File: src/rtl/wsem_pkg.sv
// Package for the weighted semaphore: operation and status codes, controller
// states, datapath commands and the status struct. No dependencies.
package wsem_pkg;

   localparam int QUEUE_DEPTH_DEF = 8;
   localparam int COUNT_BITS_DEF  = 16;
   localparam int ID_BITS_DEF     = 8;

   localparam int OP_BITS     = 3;
   localparam int AMOUNT_BITS = 16;
   localparam int STATUS_BITS = 3;
   localparam int GRANT_BITS  = 20;

   typedef enum logic [OP_BITS-1:0] {
      OP_TAKE         = 3'd0,
      OP_TRY_TAKE     = 3'd1,
      OP_GRAB_ALL     = 3'd2,
      OP_TRY_GRAB_ALL = 3'd3,
      OP_GIVE         = 3'd4,
      OP_GIVE_ANY     = 3'd5,
      OP_BARRIER      = 3'd6,
      OP_READ         = 3'd7
   } op_type;

   typedef enum logic [STATUS_BITS-1:0] {
      RS_GRANTED = 3'd0,
      RS_QUEUED  = 3'd1,
      RS_BUSY    = 3'd2,
      RS_FULL    = 3'd3,
      RS_RESUMED = 3'd4
   } rsp_status_type;

   typedef enum logic [2:0] {
      S_IDLE,
      S_DECIDE,
      S_GIVE,
      S_BAR,
      S_READ
   } state_type;

   typedef enum logic [3:0] {
      CMD_NONE,
      CMD_LOAD,
      CMD_SIMPLE,
      CMD_GIVE_INIT,
      CMD_SUM_INIT,
      CMD_GIVE_STEP,
      CMD_BAR_STEP,
      CMD_SUM_STEP,
      CMD_FINISH
   } cmd_type;

   typedef struct packed {
      logic   out_free;
      logic   idx_lt_occ;
      logic   n_zero;
      logic   count_le_amt;
      logic   count_zero;
      op_type op;
   } dp_status_type;

endpackage

File: src/rtl/wsem_if.sv
// Channel interfaces for the semaphore: request, response and count register.
// Depends on wsem_pkg for field widths.
interface wsem_req_if #(
   parameter int ID_BITS = wsem_pkg::ID_BITS_DEF
);
   logic                            valid;
   logic                            ready;
   logic [wsem_pkg::OP_BITS-1:0]     operation;
   logic [ID_BITS-1:0]               requester;
   logic [wsem_pkg::AMOUNT_BITS-1:0] amount;
   modport source (output valid, operation, requester, amount, input ready);
   modport sink (input valid, operation, requester, amount, output ready);
endinterface

interface wsem_rsp_if #(
   parameter int ID_BITS = wsem_pkg::ID_BITS_DEF
);
   logic                                  valid;
   logic                                  ready;
   logic [ID_BITS-1:0]                    target;
   logic [wsem_pkg::STATUS_BITS-1:0]      status;
   logic signed [wsem_pkg::GRANT_BITS-1:0] granted;
   logic                                  last;
   modport source (output valid, target, status, granted, last, input ready);
   modport sink (input valid, target, status, granted, last, output ready);
endinterface

interface wsem_csr_if;
   logic                            valid;
   logic                            ready;
   logic [wsem_pkg::AMOUNT_BITS-1:0] data;
   modport source (output valid, data, input ready);
   modport sink (input valid, data, output ready);
endinterface

File: src/rtl/wsem_dp.sv
// Semaphore datapath: count, waiter queue, walk index, accumulator and the
// response register. Driven by commands from wsem_ctrl; uses wsem_pkg.
module wsem_dp #(
   parameter int QUEUE_DEPTH = wsem_pkg::QUEUE_DEPTH_DEF,
   parameter int COUNT_BITS  = wsem_pkg::COUNT_BITS_DEF,
   parameter int ID_BITS     = wsem_pkg::ID_BITS_DEF
) (
   input  logic                                   clock,
   input  logic                                   reset,
   input  wsem_pkg::cmd_type                      cmd,
   input  logic [wsem_pkg::OP_BITS-1:0]           req_operation,
   input  logic [ID_BITS-1:0]                     req_requester,
   input  logic [wsem_pkg::AMOUNT_BITS-1:0]       req_amount,
   input  logic                                   csr_write,
   input  logic [wsem_pkg::AMOUNT_BITS-1:0]       csr_data,
   input  logic                                   rsp_ready,
   output logic                                   rsp_valid,
   output logic [ID_BITS-1:0]                     rsp_target,
   output logic [wsem_pkg::STATUS_BITS-1:0]       rsp_status,
   output logic signed [wsem_pkg::GRANT_BITS-1:0] rsp_granted,
   output logic                                   rsp_last,
   output wsem_pkg::dp_status_type                st
);
   import wsem_pkg::*;

   localparam int OCC_W = $clog2(QUEUE_DEPTH + 1);
   localparam int IDX_W = (QUEUE_DEPTH > 1) ? $clog2(QUEUE_DEPTH) : 1;
   localparam int ACC_W = COUNT_BITS + OCC_W;
   localparam int SW    = 40;
   localparam logic [SW-1:0] CMAX = SW'((64'd1 << COUNT_BITS) - 64'd1);
   localparam logic [OCC_W-1:0] QFULL = OCC_W'(QUEUE_DEPTH);

   logic [COUNT_BITS-1:0] count_ff, count_in, n_ff, n_in, amt_ff, amt_in;
   logic [ACC_W-1:0]      acc_ff, acc_in;
   logic [OCC_W-1:0]      occ_ff, occ_in, idx_ff, idx_in;
   op_type                op_ff, op_in;
   logic [ID_BITS-1:0]    rq_ff, rq_in;
   logic [ID_BITS-1:0]    id_q_ff [QUEUE_DEPTH];
   logic [ID_BITS-1:0]    id_q_in [QUEUE_DEPTH];
   logic [COUNT_BITS-1:0] need_q_ff [QUEUE_DEPTH];
   logic [COUNT_BITS-1:0] need_q_in [QUEUE_DEPTH];

   logic                  valid_ff, valid_in, last_ff, last_in;
   logic [ID_BITS-1:0]    target_ff, target_in;
   rsp_status_type        status_ff, status_in;
   logic [GRANT_BITS-1:0] granted_ff, granted_in;

   logic [ID_BITS-1:0]    cur_id;
   logic [COUNT_BITS-1:0] cur_need;
   logic [SW-1:0]         give_sum;
   logic                  emit, drop, push, out_free;
   logic [COUNT_BITS-1:0] push_need;

   function automatic logic [COUNT_BITS-1:0] sat_count(input logic [SW-1:0] v);
      return (v > CMAX) ? CMAX[COUNT_BITS-1:0] : v[COUNT_BITS-1:0];
   endfunction

   function automatic logic [GRANT_BITS-1:0] pos_grant(input logic [COUNT_BITS-1:0] v);
      logic [SW-1:0] e;
      e = SW'(v);
      return (e > SW'(524287)) ? 20'h7FFFF : e[GRANT_BITS-1:0];
   endfunction

   function automatic logic [GRANT_BITS-1:0] neg_grant(input logic [ACC_W-1:0] v);
      logic [SW-1:0] e;
      e = SW'(v);
      return (e > SW'(524288)) ? 20'h80000 : 20'(21'd0 - e[GRANT_BITS:0]);
   endfunction

   assign cur_id   = id_q_ff[idx_ff[IDX_W-1:0]];
   assign cur_need = need_q_ff[idx_ff[IDX_W-1:0]];
   assign give_sum = SW'(count_ff) + SW'(amt_ff);
   assign out_free = !valid_ff || rsp_ready;

   always_comb begin
      count_in   = count_ff;
      n_in       = n_ff;
      amt_in     = amt_ff;
      acc_in     = acc_ff;
      occ_in     = occ_ff;
      idx_in     = idx_ff;
      op_in      = op_ff;
      rq_in      = rq_ff;
      id_q_in    = id_q_ff;
      need_q_in  = need_q_ff;
      emit       = 1'b0;
      drop       = 1'b0;
      push       = 1'b0;
      push_need  = amt_ff;
      target_in  = rq_ff;
      status_in  = RS_GRANTED;
      granted_in = '0;
      last_in    = 1'b1;

      unique case (cmd)
         CMD_LOAD: begin
            op_in  = op_type'(req_operation);
            rq_in  = req_requester;
            amt_in = sat_count(SW'(req_amount));
            idx_in = '0;
         end
         CMD_SIMPLE: begin
            emit = 1'b1;
            unique case (op_ff)
               OP_TAKE, OP_TRY_TAKE: begin
                  if (count_ff >= amt_ff) begin
                     count_in   = count_ff - amt_ff;
                     granted_in = pos_grant(amt_ff);
                  end else if (op_ff == OP_TRY_TAKE) begin
                     status_in = RS_BUSY;
                  end else if (occ_ff < QFULL) begin
                     push      = 1'b1;
                     push_need = amt_ff - count_ff;
                     count_in  = '0;
                     status_in = RS_QUEUED;
                  end else begin
                     status_in = RS_FULL;
                  end
               end
               OP_GRAB_ALL: begin
                  if (count_ff != '0) begin
                     granted_in = pos_grant(count_ff);
                     count_in   = '0;
                  end else if (occ_ff < QFULL) begin
                     push      = 1'b1;
                     push_need = '0;
                     status_in = RS_QUEUED;
                  end else begin
                     status_in = RS_FULL;
                  end
               end
               OP_TRY_GRAB_ALL: begin
                  granted_in = pos_grant(count_ff);
                  count_in   = '0;
               end
               OP_BARRIER: begin
                  // barrier not reached: caller waits with the amount as need
                  if (occ_ff < QFULL) begin
                     push      = 1'b1;
                     count_in  = count_ff - amt_ff;
                     status_in = RS_QUEUED;
                  end else begin
                     status_in = RS_FULL;
                  end
               end
               OP_READ:  granted_in = pos_grant(count_ff);
               default:  granted_in = '0;
            endcase
         end
         CMD_GIVE_INIT: begin
            n_in   = sat_count(give_sum);
            idx_in = '0;
         end
         CMD_SUM_INIT: begin
            acc_in = (op_ff == OP_BARRIER) ? ACC_W'(amt_ff) : '0;
            idx_in = '0;
         end
         CMD_GIVE_STEP: begin
            target_in = cur_id;
            status_in = RS_RESUMED;
            last_in   = 1'b0;
            if (cur_need == '0) begin
               // grab-all waiter gets everything left
               emit       = 1'b1;
               drop       = 1'b1;
               granted_in = pos_grant(n_ff);
               n_in       = '0;
            end else if (cur_need <= n_ff) begin
               emit       = 1'b1;
               drop       = 1'b1;
               granted_in = pos_grant(cur_need);
               n_in       = n_ff - cur_need;
            end else if (op_ff == OP_GIVE) begin
               need_q_in[idx_ff[IDX_W-1:0]] = cur_need - n_ff;
               n_in = '0;
            end else begin
               idx_in = idx_ff + 1'b1;
            end
         end
         CMD_BAR_STEP: begin
            emit      = 1'b1;
            target_in = cur_id;
            status_in = RS_RESUMED;
            last_in   = 1'b0;
            acc_in    = acc_ff + ACC_W'(cur_need);
            idx_in    = idx_ff + 1'b1;
         end
         CMD_SUM_STEP: begin
            acc_in = acc_ff + ACC_W'(cur_need);
            idx_in = idx_ff + 1'b1;
         end
         CMD_FINISH: begin
            emit = 1'b1;
            unique case (op_ff)
               OP_BARRIER: begin
                  count_in = sat_count(SW'(acc_ff));
                  occ_in   = '0;
                  idx_in   = '0;
               end
               OP_READ: granted_in = neg_grant(acc_ff);
               default: count_in = n_ff;
            endcase
         end
         default: ;
      endcase

      if (drop) begin
         for (int j = 0; j < QUEUE_DEPTH - 1; j++) begin
            if (OCC_W'(j) >= idx_ff) begin
               id_q_in[j]   = id_q_ff[j + 1];
               need_q_in[j] = need_q_ff[j + 1];
            end
         end
         occ_in = occ_ff - 1'b1;
      end
      if (push) begin
         id_q_in[occ_ff[IDX_W-1:0]]   = rq_ff;
         need_q_in[occ_ff[IDX_W-1:0]] = push_need;
         occ_in = occ_ff + 1'b1;
      end
      if (csr_write) begin
         count_in = sat_count(SW'(csr_data));
         occ_in   = '0;
         idx_in   = '0;
      end

      if (emit) begin
         valid_in = 1'b1;
      end else if (rsp_ready) begin
         valid_in = 1'b0;
      end else begin
         valid_in = valid_ff;
      end
   end

   always_ff @(posedge clock) begin
      if (reset) begin
         count_ff <= '0;
         occ_ff   <= '0;
         idx_ff   <= '0;
         valid_ff <= 1'b0;
      end else begin
         count_ff <= count_in;
         occ_ff   <= occ_in;
         idx_ff   <= idx_in;
         valid_ff <= valid_in;
      end
   end

   always_ff @(posedge clock) begin
      n_ff      <= n_in;
      amt_ff    <= amt_in;
      acc_ff    <= acc_in;
      op_ff     <= op_in;
      rq_ff     <= rq_in;
      id_q_ff   <= id_q_in;
      need_q_ff <= need_q_in;
      if (emit) begin
         target_ff  <= target_in;
         status_ff  <= status_in;
         granted_ff <= granted_in;
         last_ff    <= last_in;
      end
   end

   assign rsp_valid   = valid_ff;
   assign rsp_target  = target_ff;
   assign rsp_status  = status_ff;
   assign rsp_granted = granted_ff;
   assign rsp_last    = last_ff;

   assign st.out_free     = out_free;
   assign st.idx_lt_occ   = idx_ff < occ_ff;
   assign st.n_zero       = n_ff == '0;
   assign st.count_le_amt = count_ff <= amt_ff;
   assign st.count_zero   = count_ff == '0;
   assign st.op           = op_ff;

   a_occ_bound: assert property (@(posedge clock) disable iff (reset)
      occ_ff <= QFULL) else $error("waiter occupancy beyond queue depth");
   a_idx_bound: assert property (@(posedge clock) disable iff (reset)
      idx_ff <= occ_ff) else $error("walk index beyond occupancy");
   a_no_overrun: assert property (@(posedge clock) disable iff (reset)
      emit |-> out_free) else $error("response overwritten before taken");
endmodule

File: src/rtl/wsem_ctrl.sv
// Semaphore controller: sequences decide, queue walks and the final response
// as commands to wsem_dp. Uses wsem_pkg.
module wsem_ctrl (
   input  logic                    clock,
   input  logic                    reset,
   input  logic                    req_valid,
   output logic                    idle,
   input  wsem_pkg::dp_status_type st,
   output wsem_pkg::cmd_type       cmd
);
   import wsem_pkg::*;

   state_type state_ff, state_in;

   always_ff @(posedge clock) begin
      if (reset) begin
         state_ff <= S_IDLE;
      end else begin
         state_ff <= state_in;
      end
   end

   always_comb begin
      state_in = state_ff;
      cmd      = CMD_NONE;
      idle     = 1'b0;
      unique case (state_ff)
         S_IDLE: begin
            idle = 1'b1;
            if (req_valid) begin
               cmd      = CMD_LOAD;
               state_in = S_DECIDE;
            end
         end
         S_DECIDE: begin
            if (st.out_free) begin
               priority if (st.op == OP_GIVE || st.op == OP_GIVE_ANY) begin
                  cmd      = CMD_GIVE_INIT;
                  state_in = S_GIVE;
               end else if (st.op == OP_BARRIER && st.count_le_amt) begin
                  cmd      = CMD_SUM_INIT;
                  state_in = S_BAR;
               end else if (st.op == OP_READ && st.count_zero) begin
                  cmd      = CMD_SUM_INIT;
                  state_in = S_READ;
               end else begin
                  cmd      = CMD_SIMPLE;
                  state_in = S_IDLE;
               end
            end
         end
         S_GIVE: begin
            if (st.out_free) begin
               if (st.idx_lt_occ && !st.n_zero) begin
                  cmd = CMD_GIVE_STEP;
               end else begin
                  cmd      = CMD_FINISH;
                  state_in = S_IDLE;
               end
            end
         end
         S_BAR: begin
            if (st.out_free) begin
               if (st.idx_lt_occ) begin
                  cmd = CMD_BAR_STEP;
               end else begin
                  cmd      = CMD_FINISH;
                  state_in = S_IDLE;
               end
            end
         end
         S_READ: begin
            // total owed by waiters is summed before the read is answered
            if (st.idx_lt_occ) begin
               cmd = CMD_SUM_STEP;
            end else if (st.out_free) begin
               cmd      = CMD_FINISH;
               state_in = S_IDLE;
            end
         end
         default: state_in = S_IDLE;
      endcase
   end

   a_emit_free: assert property (@(posedge clock) disable iff (reset)
      (cmd == CMD_SIMPLE || cmd == CMD_FINISH || cmd == CMD_BAR_STEP)
      |-> st.out_free) else $error("result issued while response register busy");
   a_load_idle: assert property (@(posedge clock) disable iff (reset)
      cmd == CMD_LOAD |=> state_ff == S_DECIDE) else $error("load not followed by decide");
   a_finish_idle: assert property (@(posedge clock) disable iff (reset)
      cmd == CMD_FINISH |=> idle) else $error("finish did not return to idle");
endmodule

File: src/rtl/weighted_semaphore_with_wait_queue.sv
// Counting semaphore with an ordered wait queue. A request is taken only
// while the block is idle; each goes through a load step and a decide step,
// and the single-result operations answer in that decide step.
// Give, give_any and a barrier that is reached walk the queue one waiter per
// cycle through the shared queue read port while the response register is
// free, then answer the caller; a read with the count at zero sums waiter
// needs the same way. Every result waits for the response register to be free.
module weighted_semaphore_with_wait_queue #(
   parameter int QUEUE_DEPTH = wsem_pkg::QUEUE_DEPTH_DEF,
   parameter int COUNT_BITS  = wsem_pkg::COUNT_BITS_DEF,
   parameter int ID_BITS     = wsem_pkg::ID_BITS_DEF
) (
   input logic       clock,
   input logic       reset,
   wsem_req_if.sink  req,
   wsem_rsp_if.source rsp,
   wsem_csr_if.sink  csr
);
   import wsem_pkg::*;

   cmd_type       cmd;
   dp_status_type st;
   logic          idle;

   assign req.ready = idle;
   assign csr.ready = idle;

   wsem_ctrl u_ctrl (
      .clock     (clock),
      .reset     (reset),
      .req_valid (req.valid),
      .idle      (idle),
      .st        (st),
      .cmd       (cmd)
   );

   wsem_dp #(
      .QUEUE_DEPTH (QUEUE_DEPTH),
      .COUNT_BITS  (COUNT_BITS),
      .ID_BITS     (ID_BITS)
   ) u_dp (
      .clock         (clock),
      .reset         (reset),
      .cmd           (cmd),
      .req_operation (req.operation),
      .req_requester (req.requester),
      .req_amount    (req.amount),
      .csr_write     (csr.valid && idle),
      .csr_data      (csr.data),
      .rsp_ready     (rsp.ready),
      .rsp_valid     (rsp.valid),
      .rsp_target    (rsp.target),
      .rsp_status    (rsp.status),
      .rsp_granted   (rsp.granted),
      .rsp_last      (rsp.last),
      .st            (st)
   );
endmodule
File: src/flat_wrapper.sv
// flat-port wrapper written by rule: the top's interface ports become plain ports
module weighted_semaphore_with_wait_queue_flat import wsem_pkg::*;
#(
   parameter int QUEUE_DEPTH = wsem_pkg::QUEUE_DEPTH_DEF,
   parameter int COUNT_BITS  = wsem_pkg::COUNT_BITS_DEF,
   parameter int ID_BITS     = wsem_pkg::ID_BITS_DEF
)
  (clock, reset, req_valid, req_operation, req_requester, req_amount, req_ready, rsp_valid, rsp_target, rsp_status, rsp_granted, rsp_last, rsp_ready, csr_valid, csr_data, csr_ready);
  wsem_req_if #(.ID_BITS(ID_BITS)) req_i ();
  wsem_rsp_if #(.ID_BITS(ID_BITS)) rsp_i ();
  wsem_csr_if csr_i ();
  input logic clock;
  input logic reset;
  input wire logic [$bits(req_i.valid)-1:0] req_valid;
  input wire logic [$bits(req_i.operation)-1:0] req_operation;
  input wire logic [$bits(req_i.requester)-1:0] req_requester;
  input wire logic [$bits(req_i.amount)-1:0] req_amount;
  output wire logic [$bits(req_i.ready)-1:0] req_ready;
  output wire logic [$bits(rsp_i.valid)-1:0] rsp_valid;
  output wire logic [$bits(rsp_i.target)-1:0] rsp_target;
  output wire logic [$bits(rsp_i.status)-1:0] rsp_status;
  output wire logic [$bits(rsp_i.granted)-1:0] rsp_granted;
  output wire logic [$bits(rsp_i.last)-1:0] rsp_last;
  input wire logic [$bits(rsp_i.ready)-1:0] rsp_ready;
  input wire logic [$bits(csr_i.valid)-1:0] csr_valid;
  input wire logic [$bits(csr_i.data)-1:0] csr_data;
  output wire logic [$bits(csr_i.ready)-1:0] csr_ready;
  assign req_i.valid = req_valid;
  assign req_i.operation = req_operation;
  assign req_i.requester = req_requester;
  assign req_i.amount = req_amount;
  assign req_ready = req_i.ready;
  assign rsp_valid = rsp_i.valid;
  assign rsp_target = rsp_i.target;
  assign rsp_status = rsp_i.status;
  assign rsp_granted = rsp_i.granted;
  assign rsp_last = rsp_i.last;
  assign rsp_i.ready = rsp_ready;
  assign csr_i.valid = csr_valid;
  assign csr_i.data = csr_data;
  assign csr_ready = csr_i.ready;
  weighted_semaphore_with_wait_queue #(.QUEUE_DEPTH(QUEUE_DEPTH), .COUNT_BITS(COUNT_BITS), .ID_BITS(ID_BITS)) u_core (.clock(clock), .reset(reset), .req(req_i), .rsp(rsp_i), .csr(csr_i));
endmodule
File: config.mk
export PLATFORM = sky130hd
export DESIGN_NAME = weighted_semaphore_with_wait_queue_flat
export DESIGN_NICKNAME = d
export VERILOG_FILES = /design/src/rtl/wsem_pkg.sv /design/src/rtl/wsem_if.sv /design/src/rtl/wsem_dp.sv /design/src/rtl/wsem_ctrl.sv /design/src/rtl/weighted_semaphore_with_wait_queue.sv /design/src/flat_wrapper.sv
export SDC_FILE = /design/constraint.sdc
export NUM_CORES = 1
export LEC_CHECK = 0
export BUFFER_PORTS_ARGS = -buffer_cell sky130_fd_sc_hd__buf_2
export CAP_MARGIN = 20
export CORE_ASPECT_RATIO = 1.2
export CORE_MARGIN = 2
export CORE_UTILIZATION = 60
export CTS_CLUSTER_DIAMETER = 200
export DETAILED_ROUTE_END_ITERATION = 10
export HOLD_SLACK_MARGIN = 0.02
export PLACE_DENSITY = 0.78
export SETUP_SLACK_MARGIN = 0.1
export SYNTH_ARGS = -nofsm -noshare
export SYNTH_HDL_FRONTEND = slang
export SYNTH_HIERARCHICAL = 1
export SYNTH_SLANG_ARGS = --single-unit
File: constraint.sdc
create_clock -name clock -period 10.23 [get_ports clock]
set_input_delay 2.046 -clock clock [delete_from_list [all_inputs] [get_ports clock]]
set_output_delay 2.046 -clock clock [all_outputs]
set_load 0.05 [all_outputs]
==> summary.md <==
| Metric | Value |
|---|---|
| Worst Setup Start Kind | flop |
| Slew Limit Fails | 0 |
| Grt total ovfl | 0 |
| Final worst setup slack | 3.45 ns |
| Initial Util | 0.610 |
| Tcrit/Tclk final | 0.663 |
| Clock network power share | 0.182 |
| Failing checks | DRC |
| Power Dens Cells | 280 nW/um^2 |
| Crit path DAT | 7.21 ns |
| Row Count | 76 |
| Slew HR | 0.187 |
| Min-delay worst type | reg2reg |
| Post-synth ARST share | 0 |
| Root Buffer Master | clkbuf_16 |
| CORE AREA | 35,900 sq um |
| Longest Clk Path Bufs | 3 |
| Setup crit start | u_core/u_dp/idx_ff[1] |
| Io pins | 83 |
| CTS Buf Count | 35 |
| CP Class | reg2reg |
| Post-synth net total | 2,589 |
| GR Util All Layers | 0.437 |
| Avg WL per Cell | 28.8 microns |
| Crit path capture type | flop |
| Post-synth EDFFs | 103 |
| Final hold violation count | 0 |
| Layout cells sized above 1 | 0.125 |
| Combinational power share | 0.520 |
| CP max stage delay | 0.83 ns |
| Ys Warns | 6 |
| Pin count of the biggest net entering global routing | 51 |
| Sw frac | 0.472 |
| Worst-margin pin slew | 1.21 ns |
| Crit path max-delay family | simple AND/OR/NAND/NOR gates |
| Most used DFF post-synth | dfxtp_1 |
| Worst path depth | 19 |
| # H-tree levels | 2 |
| Final Setup Violations | 0 |
| Syn-to-layout area delta | 8.76% |
| NumNets Final | 2,597 |
| Total negative slack | 0 ns |
| Fin util | 0.663 |
| Post-Place Setup Slack | 3.65 ns |
| Sw power | 3.15 mW |
| Worst R2R End | u_core/u_dp/need_q_ff[34] |
| Netlist cell types | 96 |
| Final Skew | 0.0175 ns |
| Post-Syn Area | 21,900 sq um |
| R2R depth | 19 |
| Hold depth | 2 |
| RSZ-0062 raised after global routing | no |
| Flops & latches, synth | 315 |
| CTS Hold Bufs | 0 |
| Maximum Capacitance Violations | 0 |
| Clk_lat worst skew | 0.55 ns |
| Critical Path RT | 10.66 ns |
| Final period demand of the worst path | 6.78 ns |
| Reg-to-Reg Start | u_core/u_dp/idx_ff[1] |
| Vias in the first global route | 20,300 |
| DP Wirelength | 60,000 microns |
| Die Footprint | 38,100 sq um |
| CP Capture Point | u_core/u_dp/need_q_ff[34] |
| CTS tree | built |
| DR vias | 21,200 |
| Initial antenna violation count | 1 |
| DR iter-0 viols | 2,758 |
| Clock Sinks | 315 |
| Setup bufs post-CTS | 0 |
| Worst vdd ir | 0.172 mV |
| Final Routed Wirelength | 84,300 microns |
| P_int | 3.52 mW |
| Post-DR vias/cell | 7.25 |
| Leakage power | 9.37 nW |
| Crit path cell chain | buf_4 > ha_1 > a21boi_0 > o21ai_0 > nand2b_1 > a21oi_1 > nand3b_1 > nor3_1 > a31oi_1 > o32ai_1 > inv_1 > nor2_1 > nand2_1 > or3_1 > or3_1 > nor3_4 > buf_4 > mux2_2 > a221o_1 |
| DRC Markers | 1 |
| Syn_area_per_cell | 9.02 sq um |
| Global-route wire length before repair | 124,000 microns |
| Worst-path clk slew | 0.06 ns |
| I/O Buffers | 82 |
| R2R setup slack | 3.45 ns |
| Die X | 178 microns |
| RePlAce Congestion | 1.03 |
| CTS resizes | 0 |
| Sequential area share after synthesis | 0.335 |
| Status | finished, violations left |
| Worst path bufs/invs | 3 |
| Die height | 213 microns |
| Pre-Repair DR Iteration Count | 10 |
| Post-Synthesis Cells | 2,429 |
| Worst path slowest cell | dfxtp_2 |
| Critical Path Fanout Max | 33 |
| Final ANT Viol Nets | 0 |
| Maximum clock rate | 0.147 GHz |
| Sequential share of power | 0.298 |
[worst register-to-register path, stage by stage, from the launching register on]
cell,delay (ns)
dfxtp_2,0.83
buf_4,0.58
ha_1,0.35
a21boi_0,0.12
o21ai_0,0.20
nand2b_1,0.08
a21oi_1,0.38
nand3b_1,0.15
nor3_1,0.28
a31oi_1,0.11
o32ai_1,0.41
inv_1,0.19
nor2_1,0.19
nand2_1,0.39
or3_1,0.76
or3_1,0.46
nor3_4,0.12
buf_4,0.35
mux2_2,0.40
a221o_1,0.31
[cell families after synthesis]
kind of cell / count (synthesis) / share of synthesized area
multiplexers: 267 / 0.142
AND/OR/NAND/NOR: 644 / 0.144
XOR/XNOR: 89 / 0.0356
flip-flops: 315 / 0.335
AO/OA/AOI/OAI: 716 / 0.224
buffers and inverters: 286 / 0.0537
adder cells (fa/ha/maj): 112 / 0.0660
[cell type report]
| class | count | area (sq um) |
|---|---|---|
| Timing Repair Buffer | 138 | 836 |
| Clock inverter | 9 | 63.8 |
| Clock buffer | 50 | 993 |
| Multi-Input combinational cell | 1828 | 13600 |
| Tap cell | 468 | 586 |
| Antenna cell | 1 | 2.50 |
| Sequential cell | 315 | 7340 |
| Fill cell | 2969 | 12100 |
| Inverter | 119 | 447 |
[through the flow]
stage          hold WS (ns)  power [mW]  std cells  cell area, sq um
3_3_place_gp          0.473        5.19       2862             22700
6_report              0.505        6.67       2928             23800
2_1_floorplan         0.425        4.15       2429             21900
3_5_place_dp          0.490        5.29       2867             22800
4_1_cts               0.510        6.50       2926             23800
5_1_grt               0.540        6.91       2928             23800
[synth_stat cells, types with 8 or more instances]
library cell,number,share of area
nand2b_1,21,0.0060
buf_2,18,0.0041
mux4_2,32,0.033
nor2_1,190,0.033
nor3_1,50,0.011
a22oi_1,33,0.011
o2111ai_1,14,0.0056
a21o_1,22,0.0075
buf_4,13,0.0045
o221ai_1,29,0.012
xnor2_1,56,0.022
dfxtp_1,212,0.19
o311ai_0,11,0.0044
inv_1,113,0.019
buf_1,13,0.0022
or3_1,23,0.0066
o221a_2,17,0.0087
nand3b_1,22,0.0075
o21bai_1,13,0.0045
xor2_1,33,0.013
a31oi_1,15,0.0043
o21a_1,11,0.0038
a2bb2oi_1,11,0.0044
nand2_1,168,0.029
o31ai_1,13,0.0045
ha_1,106,0.061
and3_1,12,0.0034
mux2_2,25,0.013
nor2b_1,26,0.0074
a211oi_1,24,0.0082
nand4_1,19,0.0054
a221oi_1,53,0.021
and2_1,15,0.0043
nor4_1,19,0.0054
o22ai_1,52,0.015
o21ai_0,118,0.027
mux2i_1,210,0.096
a21oi_1,165,0.038
clkbuf_2,8,0.0018
o21ai_1,17,0.0039
edfxtp_1,103,0.14
clkbuf_1,112,0.019
o211ai_1,14,0.0048
nand3_1,36,0.0082
[placed cells by master (no fill, tap or decap), types with 12 or more instances in the layout]
| master | synthesis | final |
|---|---|---|
| nand4_1 | 19 | 19 |
| and2_1 | 15 | 15 |
| o221ai_1 | 29 | 29 |
| o211ai_1 | 14 | 14 |
| mux2_2 | 25 | 25 |
| mux4_2 | 32 | 32 |
| a211oi_1 | 24 | 24 |
| or3_1 | 23 | 23 |
| inv_1 | 113 | 113 |
| xnor2_1 | 56 | 56 |
| o22ai_1 | 52 | 51 |
| nor2_1 | 190 | 187 |
| nor3_1 | 50 | 49 |
| and3_1 | 12 | 12 |
| nand2_1 | 168 | 168 |
| nand3_1 | 36 | 36 |
| buf_2 | 18 | 83 |
| xor2_1 | 33 | 33 |
| a221oi_1 | 53 | 53 |
| a21oi_1 | 165 | 163 |
| o21ai_1 | 17 | 15 |
| nor2b_1 | 26 | 26 |
| o21bai_1 | 13 | 13 |
| nand2b_1 | 21 | 21 |
| clkbuf_16 | 0 | 36 |
| nor4_1 | 19 | 19 |
| o21ai_0 | 118 | 118 |
| nand3b_1 | 22 | 22 |
| dfxtp_1 | 212 | 210 |
| ha_1 | 106 | 106 |
| a22oi_1 | 33 | 33 |
| a31oi_1 | 15 | 15 |
| a21o_1 | 22 | 22 |
| o31ai_1 | 13 | 13 |
| o221a_2 | 17 | 17 |
| edfxtp_1 | 103 | 103 |
| mux2i_1 | 210 | 210 |
| buf_4 | 13 | 53 |
[sequential cells by signal, summed over array words and instances, names as in the netlist, 8 cells and up, named ones only]
name                     cells
u_core/u_dp/acc_ff          20
u_core/u_dp/amt_ff          16
u_core/u_dp/count_ff        16
u_core/u_dp/id_q_ff         56
u_core/u_dp/n_ff            16
u_core/u_dp/need_q_ff      128
u_core/u_dp/rq_ff            8
u_core/u_dp/rsp_granted     20
u_core/u_dp/rsp_target       8
[worst min path at each step]
stage	to	startpoint
floorplan	flop	u_core/u_dp/rq_ff[7]
global placement	u_core/u_dp/need_q_ff[53]	u_core/u_dp/need_q_ff[37]
detailed placement	u_core/u_dp/need_q_ff[21]	u_core/u_dp/need_q_ff[5]
CTS	u_core/u_dp/need_q_ff[54]	u_core/u_dp/need_q_ff[38]
global route	u_core/u_dp/need_q_ff[53]	u_core/u_dp/need_q_ff[37]
finish	u_core/u_dp/need_q_ff[55]	u_core/u_dp/need_q_ff[39]
[power by group through the flow]
| stage | registers [mW] | clock network, mW | logic (mW) |
|---|---|---|---|
| 2_1_floorplan | 1.97 | 0 | 2.18 |
| 4_1_cts | 1.97 | 1.21 | 3.32 |
| 3_5_place_dp | 1.99 | 0 | 3.30 |
| 6_report | 1.99 | 1.21 | 3.47 |
| 3_3_place_gp | 1.98 | 0 | 3.21 |
| 5_1_grt | 2.02 | 1.26 | 3.64 |
[layer usage]
metal / global-route usage / routed length, microns / share of wire
met1: 0.515 / 29400 / 0.35
met2: 0.688 / 37100 / 0.44
met3: 0.0885 / 9370 / 0.11
met4: 0.357 / 8380 / 0.099
met5: 0 / 0 / 0
Power figures use the tool's default switching activity.
